`src/hdl/sks_pkg.sv`:
```
// Package for the sorted key set table.
// Field widths, operation and status codes, defaults and the cell control struct.
// No dependencies.
`default_nettype none

package sks_pkg;

    localparam int OP_W          = 2;
    localparam int KEY_IN_W      = 32;
    localparam int STATUS_W      = 2;
    localparam int COUNT_W       = 7;

    localparam int CAPACITY_DEF  = 64;
    localparam int KEY_WIDTH_DEF = 32;

    localparam logic [OP_W-1:0] OP_INSERT = 2'd0;
    localparam logic [OP_W-1:0] OP_REMOVE = 2'd1;
    localparam logic [OP_W-1:0] OP_QUERY  = 2'd2;

    localparam logic [STATUS_W-1:0] ST_DONE      = 2'd0;
    localparam logic [STATUS_W-1:0] ST_NO_CHANGE = 2'd1;
    localparam logic [STATUS_W-1:0] ST_FULL      = 2'd2;

    // Control broadcast to every cell of the row
    typedef struct packed {
        logic search;      // compare entries with the incoming key
        logic shift_up;    // open a gap at the key's slot
        logic shift_down;  // close the gap at the key's slot
    } sks_ctl_t;

endpackage

`default_nettype wire

```
`src/hdl/sks_cell.sv`:
```
// One slot of the sorted row: holds an entry and its compare flags.
// Takes a neighbor's entry or the key when the row shifts. Depends on sks_pkg.
`default_nettype none

module sks_cell
    import sks_pkg::*;
#(
    parameter int KEY_WIDTH = KEY_WIDTH_DEF
) (
    input  wire logic                 clk,
    input  wire logic                 rst_n,
    input  wire sks_ctl_t             ctl,
    input  wire logic [KEY_WIDTH-1:0] key,
    input  wire logic                 occupied,
    input  wire logic                 left_lt,
    input  wire logic [KEY_WIDTH-1:0] left_entry,
    input  wire logic [KEY_WIDTH-1:0] right_entry,
    output logic [KEY_WIDTH-1:0]      entry,
    output logic                      lt,
    output logic                      eq
);

    logic [KEY_WIDTH-1:0] entry_reg;
    logic                 lt_reg;
    logic                 eq_reg;

    always_ff @(posedge clk or negedge rst_n)
    begin
        if (!rst_n)
        begin
            lt_reg <= 1'b0;
            eq_reg <= 1'b0;
        end
        else if (ctl.search)
        begin
            lt_reg <= occupied && (entry_reg < key);
            eq_reg <= occupied && (entry_reg == key);
        end
    end

    // Slots below the key's position keep their entry; the rest move.
    always_ff @(posedge clk)
    begin
        if (ctl.shift_up && !lt_reg)
        begin
            entry_reg <= left_lt ? key : left_entry;
        end
        else if (ctl.shift_down && !lt_reg)
        begin
            entry_reg <= right_entry;
        end
    end

    assign entry = entry_reg;
    assign lt    = lt_reg;
    assign eq    = eq_reg;

endmodule

`default_nettype wire

```
`config.mk`:
```
export PLATFORM = sky130hd
export DESIGN_NAME = sks_cell
export DESIGN_NICKNAME = d
export VERILOG_FILES = /design/src/hdl/sks_pkg.sv /design/src/hdl/sks_cell.sv
export SDC_FILE = /design/constraint.sdc
export NUM_CORES = 1
export LEC_CHECK = 0
export ABC_AREA = 1
export BUFFER_PORTS_ARGS = -buffer_cell sky130_fd_sc_hd__buf_2
export CAP_MARGIN = 20
export CORE_ASPECT_RATIO = 0.9
export CORE_MARGIN = 8
export CORE_UTILIZATION = 32
export CTS_BUF_LIST = sky130_fd_sc_hd__clkbuf_8
export DETAILED_ROUTE_END_ITERATION = 16
export PLACE_DENSITY_LB_ADDON = 0.1
export SLEW_MARGIN = 20
export SYNTH_ARGS = -nofsm -noshare
export SYNTH_HDL_FRONTEND = slang
export SYNTH_SLANG_ARGS = --single-unit
```
`constraint.sdc`:
```
create_clock -name clk -period 5.35 [get_ports clk]
set_input_delay 1.07 -clock clk [delete_from_list [all_inputs] [get_ports clk]]
set_output_delay 1.07 -clock clk [all_outputs]
set_load 0.02 [all_outputs]
```
Word-level counts from Yosys, hierarchy flattened
Cells that the tools add are included.
{"block": "totals", "regBits": 34, "in_bits": 103}
{"block": "op_classes", "n_lt_le_gt_ge": 1, "n_eq_ne": 1, "n_mux": 3, "n_reduce_logical": 6}
{"operator": "$mux W32", "n": 3}
{"operator": "$eq A32 B32 Y1", "n": 1}
{"operator": "$lt A32 B32 Y1", "n": 1}
{"operator": "$logic_and A1 B1 Y1", "n": 4}
{"operator": "$reduce_bool A2 Y1", "n": 1}
{"operator": "$logic_not A1 Y1", "n": 1}

Depth between registers and ports, before layout
Gate-level depths: netlist (run 1).
{"block": "depth", "word_depth": 4, "depth_mapped": 12, "mapped_depth_nobuf": 12}

Worst setup path before layout (run 1)
No wires, ideal clock.
{"block": "synth_path", "path_type": "input-to-reg", "from": "input port ctl[1] (netlist bit)", "to": "register entry_reg[0] (netlist: entry[0]), enable pin", "t_arrival_ps": 2468, "required_ps": 4928, "slack_ps": 2460, "stages": 2, "path_cell_list": "nor2_1 > nor2_1"}
{"block": "synth_between", "elab_chain_cells": 2}
{"element": "start: declaration", "line_no": "sks_cell.sv:12", "text": "input wire sks_ctl_t ctl,"}
{"element": "$logic_and A1 B1 Y1", "line_no": "sks_cell.sv:44", "text": "if (ctl.shift_up && !lt_reg)"}
{"element": "$reduce_bool A2 Y1 (no source line)"}
{"element": "end signal: assignment", "line_no": "sks_cell.sv:46", "text": "entry_reg <= left_lt ? key : left_entry;"}
{"element": "end signal: assignment", "line_no": "sks_cell.sv:50", "text": "entry_reg <= right_entry;"}
{"element": "end: declaration", "line_no": "sks_cell.sv:23", "text": "logic [KEY_WIDTH-1:0] entry_reg;"}
Every way passes these cells.
A chain may end at the register's enable or synchronous reset.

Worst setup path after layout (run 1)
{"block": "layout_path", "from": "input port ctl[1] (netlist bit)", "to": "register entry_reg[26] (netlist: entry[26]), data pin"}
{"block": "layout_between", "elab_chain_cells": 2}
{"element": "$logic_and A1 B1 Y1", "line_no": "sks_cell.sv:44"}
{"element": "$mux W32", "line_no": "sks_cell.sv:44"}
Every way passes these cells.

==> results of run 1 <==
==> worst reg2reg max path: stages (launching register included) <==
cell     delay [ps]
dfrtp_1         470
nor2_4          720
buf_4           530
a31oi_2         170
==> stage by stage <==
step	setup WS, ps	utilization	total power (uW)	instances	hold slack [ps]
3_3_place_gp	2540	0.414	717	576	497
4_1_cts	2790	0.424	923	584	525
5_1_grt	2650	0.424	973	584	548
2_1_floorplan	2460	-	604	333	583
6_report	2800	0.424	907	584	534
3_5_place_dp	2480	0.414	721	576	509
==> routing by layer <==
metal | vias to the layer above | part of all wire | GRT usage | wire length, um
met1 | 1140 | 0.46 | 0.166 | 3690
met4 | 0 | 0.0075 | 0.0313 | 60
met3 | 5 | 0.080 | 0.0453 | 646
met2 | 83 | 0.45 | 0.224 | 3640
li1 | 1356 | - | - | -
met5 | - | 0 | 0 | 0
==> power groups by stage <==
stage	Sequential [uW]	Clock, uW	Combinational, uW
4_1_cts	375	206	342
2_1_floorplan	425	0	179
3_3_place_gp	380	0	337
6_report	374	199	334
3_5_place_dp	381	0	340
5_1_grt	380	216	377
==> Yosys cell counts <==
library cell and count:
buf_6 5, o21ai_0 1, a31oi_2 28, edfxtp_1 32, o21a_1 1, buf_4 1
dfrtp_1 2, ha_1 32, inv_1 45, buf_2 7, nand3_1 3, inv_2 1
nand4_1 3, a21o_1 1, nor2_1 44, a21oi_1 12, nand2_1 108, nor2_4 1
nor2_2 2, a31oi_1 4
==> layout by cell type (no fill, tap or decap), drive strengths merged, types with 3 or more instances in the layout <==
| cell | instances |
|---|---|
| nor2 | 47 |
| edfxtp | 32 |
| inv | 48 |
| a31oi | 32 |
| nand2 | 108 |
| clkbuf | 6 |
| a21oi | 12 |
| buf | 137 |
| ha | 32 |
| nand4 | 3 |
| nand3 | 3 |
==> how the worst max path moves through the flow <==
stage           start        end  slack, ps
6_report       ctl[1]  entry[26]       2800
4_1_cts        ctl[1]  entry[26]       2790
3_5_place_dp   ctl[1]  entry[26]       2480
2_1_floorplan  ctl[1]   entry[0]       2460
5_1_grt        ctl[1]  entry[26]       2650
3_3_place_gp   ctl[1]   entry[3]       2540
==> layout make-up <==
| cell class | instances | share of cell area |
|---|---|---|
| tap | 119 | 0.0413 |
| clock inverter | 2 | 0.00208 |
| clock buffer | 6 | 0.0229 |
| multi-input combinational | 240 | 0.414 |
| inverter | 46 | 0.0479 |
| sequential | 34 | 0.281 |
| timing repair buffer | 137 | 0.191 |
==> cell families after synthesis <==
| group | count (synthesis) | synth area share |
|---|---|---|
| and+or+nand+nor | 161 | 0.227 |
| buffers and inverters | 59 | 0.0981 |
| AOI/OAI and AO/OA | 47 | 0.165 |
| DFF | 34 | 0.365 |
| adders and majority gates | 32 | 0.145 |
==> flow_summary.yaml, run 1 <==
critical_path:
  worstPathRequired_ps: 5360
  crit_buf_inv: 3
  r2r-start: "lt"
  r2r_cells: 3
  cp-end-kind: "register"
  cp_max_fo: 34
  cp.arrival_ps: 2570
  worst_path_max_delay_cell: "nor2_4"
  crit_chain: "buf_2 > inv_1 > nor2_4 > buf_4 > a31oi_2"
  cp_num_cells: 5
  cp_top_family: "simple AND/OR/NAND/NOR gates"
  r2r_setup_slack_ps: 3200
  start_kind: "input port"
  critical_path_class: "in -> reg"
  regToRegEndpoint: "entry[26]"
  slowest_delay_ps: 660
route:
  drc: 0
  post_drt_wl_per_cell_um: 13.8
  vias: 2584
  route.antenna.remaining_nets: 0
  detail_route.iter0.violations: 85
  dr.pass1.iters: 4
  routed_wl_um: 8040
  via_per_inst: 4.42
yosys:
  synth_area_per_cell_um2: 8.31
  ys_seq_area_frac: 0.365
  ys_types: 20
  syn_nets: 468
  synth_area_leaders: "edfxtp_1 (35%), nand2_1 (15%), ha_1 (14%)"
  synth_top_area_share: 0.347
  ys_ff_latch: 34
  yosysWarnings: 0
  syn_inst: 333
  synthesis.area_um2: 2770
  post-synth-top-area-cell: "edfxtp_1"
sta:
  grt_setup_unrepaired: "no"
  final.min_clock_period_ps: 2550
  hold_viol_final: 0
  max-slew-margin-rel: 0.355
  worstMarginPinSlew_ps: 966
  fin_crit_sh: 0.477
  setup_violations: 0
  max_freq_ghz: 0.392
  drv_slew: 0
  setup_tns_ps: 0
  finalClockSkew_ps: 5.67
run_status:
  status: "complete, no violations"
clocking:
  clk_path_buf_depth: 2
  ctsResizeCount: 0
  clk_pin_slew_worst_paths_ps: 70
  numClockSinks: 34
  cts_tree: "done"
  postCtsSetupRepairBufs: 0
  cts_buffers: 5
  htree_levels: 2
  cts-hold-fix-buffers: 0
  clkLatencyLatePin_ps: 280
  root_buffer: "clkbuf_8"
run:
  maxCapViolCount: 0
finish:
  fill_cells: 946
  final_area_um2: 3600
  seqCellArea_um2: 1010
  drive_gt1_frac: 0.378
  multi_input_area_um2: 1490
  n_antenna_cell: 0
  largest_reg_flops: 32
  area_growth_pct: 30.2
  fin_nets: 599
power_and_ir_drop:
  p_seq_frac: 0.412
  internal_power_uw: 578
  power_leakage_uw: 0.00185
  powerDensity_nw_per_um2: 252
  pwr-share-comb: 0.368
  p_switching_uw: 329
  peakVddDrop_mv: 0.0817
  p_clk_frac: 0.219
  switching_share: 0.362
die:
  fp-row-count: 32
  die_y_um: 104
  ios: 137
  die_area_um2: 11900
  initial_utilization: 0.326
  die_x_um: 114
  coreArea_um2: 8490
grt:
  grt_max_degree: 35
  grt_pass1_vias: 2736
  grt_pass1_wl_um: 13000
  overflow: 0
  antenna_found_initial: 0
  track_usage: 0.136
place:
  hpwl_um: 6420
  io_buffer_count: 136
  globalplace.congestion: 0.741
  place_area_um2: 3510
worst_hold_path:
  hp-start: "eq"
  hold_path_end: "eq"
  hold_depth: 2
  hold_path.class: "reg -> reg"
No activity file was read; power rests on OpenSTA's default activity.
==> run 2: changes to the inputs <==
- ABC_AREA: 1 -> 0
- clock period: 5.35 -> 2.57 ns (I/O delays scaled with it)
==> flow_summary.yaml, run 2 <==
run_status:
  status: "complete, no violations"
clocking:
  ctsResizeCount: 0
  numClockSinks: 34
  htree_levels: 2
  cts_buffers: 5
  cts_tree: "done"
  clk_pin_slew_worst_paths_ps: 70
  root_buffer: "clkbuf_8"
  clk_path_buf_depth: 2
  clkLatencyLatePin_ps: 280
route:
  route.antenna.remaining_nets: 0
  via_per_inst: 4.60
  drc: 0
  post_drt_wl_per_cell_um: 14.7
  dr.pass1.iters: 4
  vias: 2273
  routed_wl_um: 7280
  detail_route.iter0.violations: 62
critical_path:
  crit_buf_inv: 0
  cp.arrival_ps: 2140
  cp-end-kind: "register"
  worst_path_max_delay_cell: "nor4_1"
  start_kind: "register"
  worstPathRequired_ps: 2740
  cp_top_family: "simple AND/OR/NAND/NOR gates"
  crit_chain: "ha_1 > nand4_1 > nor4_1 > a21boi_1 > o311ai_1 > a22o_1"
  slowest_delay_ps: 400
  cp_max_fo: 3
  critical_path_class: "reg -> reg"
finish:
  fin_nets: 532
  final_cell_mix: "buf_2 (136), nand2_1 (40), inv_1 (36), o21ai_0 (34)"
  area_growth_pct: 36.6
  largest_reg_flops: 32
  drive_gt1_frac: 0.372
  n_antenna_cell: 0
  fin_util: 0.451
  layout_commonest_cell: "buf_2"
  fill_cells: 799
worst_hold_path:
  hold_path.class: "reg -> reg"
yosys:
  synth-simple-area-share: 0.104
  synth_flop_cell: "edfxtp_1"
  synth_top_area_share: 0.384
  ys_ff_latch: 34
  synth_area_leaders: "edfxtp_1 (38%), ha_1 (16%), mux2i_1 (13%)"
  synth_top_family_by_area: "adder cells"
  yosysWarnings: 0
  synthesis.area_um2: 2500
  synth-edff-count: 32
  synthMuxAreaShare: 0.128
  ys_seq_area_frac: 0.404
  synth_area_per_cell_um2: 9.60
  yosys-top-cells-count: "nand2_1 (40), o21ai_0 (34), inv_1 (33)"
  synthAdderAreaFrac: 0.160
  yosysMostFrequentCell: "nand2_1"
  synth_xor_area_frac: 0
  syn_inst: 261
  ys_types: 29
  synth_async_sr_flop_share: 0.0588
  synth_compound_gate_area_share: 0.137
  syn_nets: 396
  post-synth-top-area-cell: "edfxtp_1"
place:
  hpwl_um: 6020
  io_buffer_count: 136
  globalplace.congestion: 0.744
  dp_slack_ps: 359
die:
  fp-row-count: 30
  die_area_um2: 10900
  initial_utilization: 0.330
  coreArea_um2: 7580
  die_x_um: 109
  die_y_um: 99.9
  ios: 137
grt:
  grt_pass1_wl_um: 11700
  grt_max_degree: 34
  antenna_found_initial: 0
  track_usage: 0.134
  overflow: 0
  grt_pass1_vias: 2445
sta:
  final.min_clock_period_ps: 1970
  max-slew-margin-rel: 0.580
  fin_ws_ps: 597
  worstMarginPinSlew_ps: 630
  finalClockSkew_ps: 8.09
  drv_slew: 0
  max_freq_ghz: 0.507
  hold_viol_final: 0
  setup_violations: 0
  setup_tns_ps: 0
  fin_crit_sh: 0.768
  grt_setup_unrepaired: "no"
run:
  maxCapViolCount: 0
power_and_ir_drop:
  powerDensity_nw_per_um2: 531
  peakVddDrop_mv: 0.239
  power_leakage_uw: 0.00183
run 2: path summary, 6_finish.rpt:
check / end / cells after the start / slack (ps) / start
min in group asynchronous: eq / 2 / 580 / rst_n
worst min register to register: eq / 1 / 490 / eq
worst max-delay path: lt / 6 / 600 / entry[14]
worst max register to register: lt / 6 / 600 / entry[14]
max in group asynchronous: lt / 2 / 1890 / rst_n
worst min-delay path: eq / 1 / 490 / eq
run 2: cell families (layout without fill, tap and decap cells):
group / after synthesis / count (layout)
DFF: 34 / 34
and+or+nand+nor: 60 / 60
AOI/OAI and AO/OA: 59 / 59
muxes: 32 / 32
buffers and inverters: 44 / 181
adders and majority gates: 32 / 32
run 2: per-stage QoR:
| stage | hold WS (ps) | std cells | total power [uW] | area [um^2] |
|---|---|---|---|---|
| after floorplan | 218 | 261 | 1180 | 2500 |
| after global placement | 301 | 485 | 1460 | 3330 |
| after detailed placement | 305 | 485 | 1470 | 3330 |
| after CTS | 487 | 494 | 1850 | 3420 |
| after global routing | 506 | 494 | 1960 | 3420 |
| final | 493 | 494 | 1820 | 3420 |
run 2: power breakdown:
group | internal (uW) | switching, uW
clock network | 181 | 195
logic | 271 | 396
registers | 725 | 47.5
run 2: timing repair:
item / in CTS / in global routing
hold buffers: 1 / 0
buffers inserted: 0 / 0
endpoints found under the hold margin: 1 / 0
run 2: final cells by class:
type	count	area, um^2	area share
multi-input cells	183	1340	0.390
clock buffers	5	68.8	0.0201
inverters	33	124	0.0362
clock inverters	3	11.3	0.00329
repair buffers	140	751	0.219
well taps	96	120	0.0351
flip-flops and latches	34	1010	0.296
run 2: layer usage:
layer,track usage,part of all wire
met2,0.214,0.43
met1,0.173,0.46
met4,0.0342,0.0087
met3,0.0384,0.094
met5,0,0
==> run 3: changes to the inputs <==
- ABC_AREA: 0 -> 1
- clock period: 2.57 -> 2 ns (I/O delays scaled with it)
==> flow_summary.yaml, run 3 (synthesis gave the netlist of run 1 again) <==
run_status:
  status: "complete, no violations"
place:
  hpwl_um: 6730
  io_buffer_count: 136
  dp_cells: 582
  globalplace.congestion: 0.772
sta:
  grt_setup_unrepaired: "no"
  drv_slew: 0
  max_freq_ghz: 0.669
  final.min_clock_period_ps: 1490
  worstMarginPinSlew_ps: 401
  setup_violations: 0
  hold_viol_final: 0
  finalClockSkew_ps: 4.94
  max-slew-margin-rel: 0.732
  fin_crit_sh: 0.747
  timing.hold.ws_ps: 406
  setup_tns_ps: 0
die:
  die_y_um: 104
  ios: 137
  coreArea_um2: 8490
  die_x_um: 114
  fp-row-count: 32
  initial_utilization: 0.326
  die_area_um2: 11900
critical_path:
  slowest_delay_ps: 410
  critPathMostFrequentCell: "nand2_1"
  cp_max_fo: 2
  cp.arrival_ps: 1680
  worst_path_max_delay_cell: "edfxtp_1"
  cp-end-kind: "register"
  regToRegEndpoint: "lt"
  r2r-start: "entry[15]"
  worstPathRequired_ps: 2180
  r2r_cells: 10
  start_kind: "register"
  critical_path_class: "reg -> reg"
  r2r_setup_slack_ps: 510
  crit_chain: "ha_1 > nand2_1 > nor2_2 > nand2_1 > nor2_2 > nand2_1 > nand4_1 > nand2_1 > nand2_1 > nand2_1"
grt:
  track_usage: 0.145
  antenna_found_initial: 0
  grt_pass1_vias: 2895
  grt_max_degree: 33
  grt_pass1_wl_um: 13900
  overflow: 0
clocking:
  clkLatencyLatePin_ps: 290
  clk_path_buf_depth: 2
  numClockSinks: 34
  cts_tree: "done"
  cts_buffers: 5
  clk_pin_slew_worst_paths_ps: 70
  ctsResizeCount: 0
  root_buffer: "clkbuf_8"
  htree_levels: 2
worst_hold_path:
  hold_depth: 4
  hold_path.class: "in -> reg"
  hold_path_end: "lt"
  hp-start: "ctl[2]"
route:
  route.antenna.remaining_nets: 0
  drc: 0
  dr.pass1.iters: 4
  via_per_inst: 4.43
  routed_wl_um: 8310
  vias: 2620
  detail_route.iter0.violations: 73
  post_drt_wl_per_cell_um: 14.1
finish:
  fin_nets: 606
  largest_reg_flops: 32
  seqCellArea_um2: 1010
  n_antenna_cell: 0
  layout_commonest_cell: "buf_2"
  finalNonFillerCells: 591
  final_cell_mix: "buf_2 (136), nand2_1 (108), inv_1 (48), nor2_1 (43)"
  fill_cells: 944
  area_growth_pct: 32.3
  fin_util: 0.431
  drive_gt1_frac: 0.383
  multi_input_area_um2: 1490
power_and_ir_drop:
  powerDensity_nw_per_um2: 662
  peakVddDrop_mv: 0.243
  power_leakage_uw: 0.00188
  total_power_uw: 2420
run:
  maxCapViolCount: 0
==> run 3: worst max-delay path: cells and delay by family, from the launching register on <==
family | cells | cell delay, ps
simple gates | 9 | 680
flops | 1 | 410
fa+ha+maj | 1 | 310
==> run 3: area by class of cell <==
| class | count | area share |
|---|---|---|
| clock buffers | 5 | 0.0188 |
| repair buffers | 144 | 0.206 |
| clock inverters | 3 | 0.00308 |
| well taps | 119 | 0.0407 |
| multi-input cells | 240 | 0.408 |
| flip-flops and latches | 34 | 0.276 |
| inverters | 46 | 0.0472 |
==> run 3: per-layer routing <==
metal,track usage,vias to the layer above,share of wire
met1,0.168,1158,0.45
met2,0.250,85,0.47
met3,0.0470,5,0.068
met5,0,-,0
li1,-,1372,-
met4,0.0342,0,0.010
==> run 3: metrics by stage <==
| step | setup slack [ps] | cell area [um^2] |
|---|---|---|
| after global routing | 347 | 3660 |
| final | 506 | 3660 |
| after floorplan | 207 | 2770 |
| after global placement | 405 | 3570 |
| after CTS | 479 | 3660 |
| after detailed placement | 369 | 3570 |
==> run 3: worst max path at each step <==
stage                   start  endpoint  slack, ps  cells past startpoint
floorplan                  lt  entry[0]        210                      1
global placement      key[15]        lt        400                     12
detailed placement    key[15]        lt        370                     12
CTS                 entry[15]        lt        480                     10
global route        entry[15]        lt        350                     10
finish              entry[15]        lt        510                     10
==> run 3: repair_timing <==
item | 4_1_cts | 5_1_grt
setup buffers | 0 | 0
setup endpoints to repair | 0 | 0
hold buffers | 1 | 0
hold endpoints to repair | 2 | 0
==> run 3: report_power, final <==
group | internal [uW] | total (uW) | switching [uW]
Combinational | 366 | 937 | 571
Sequential | 929 | 992 | 62.8
Clock | 232 | 493 | 260
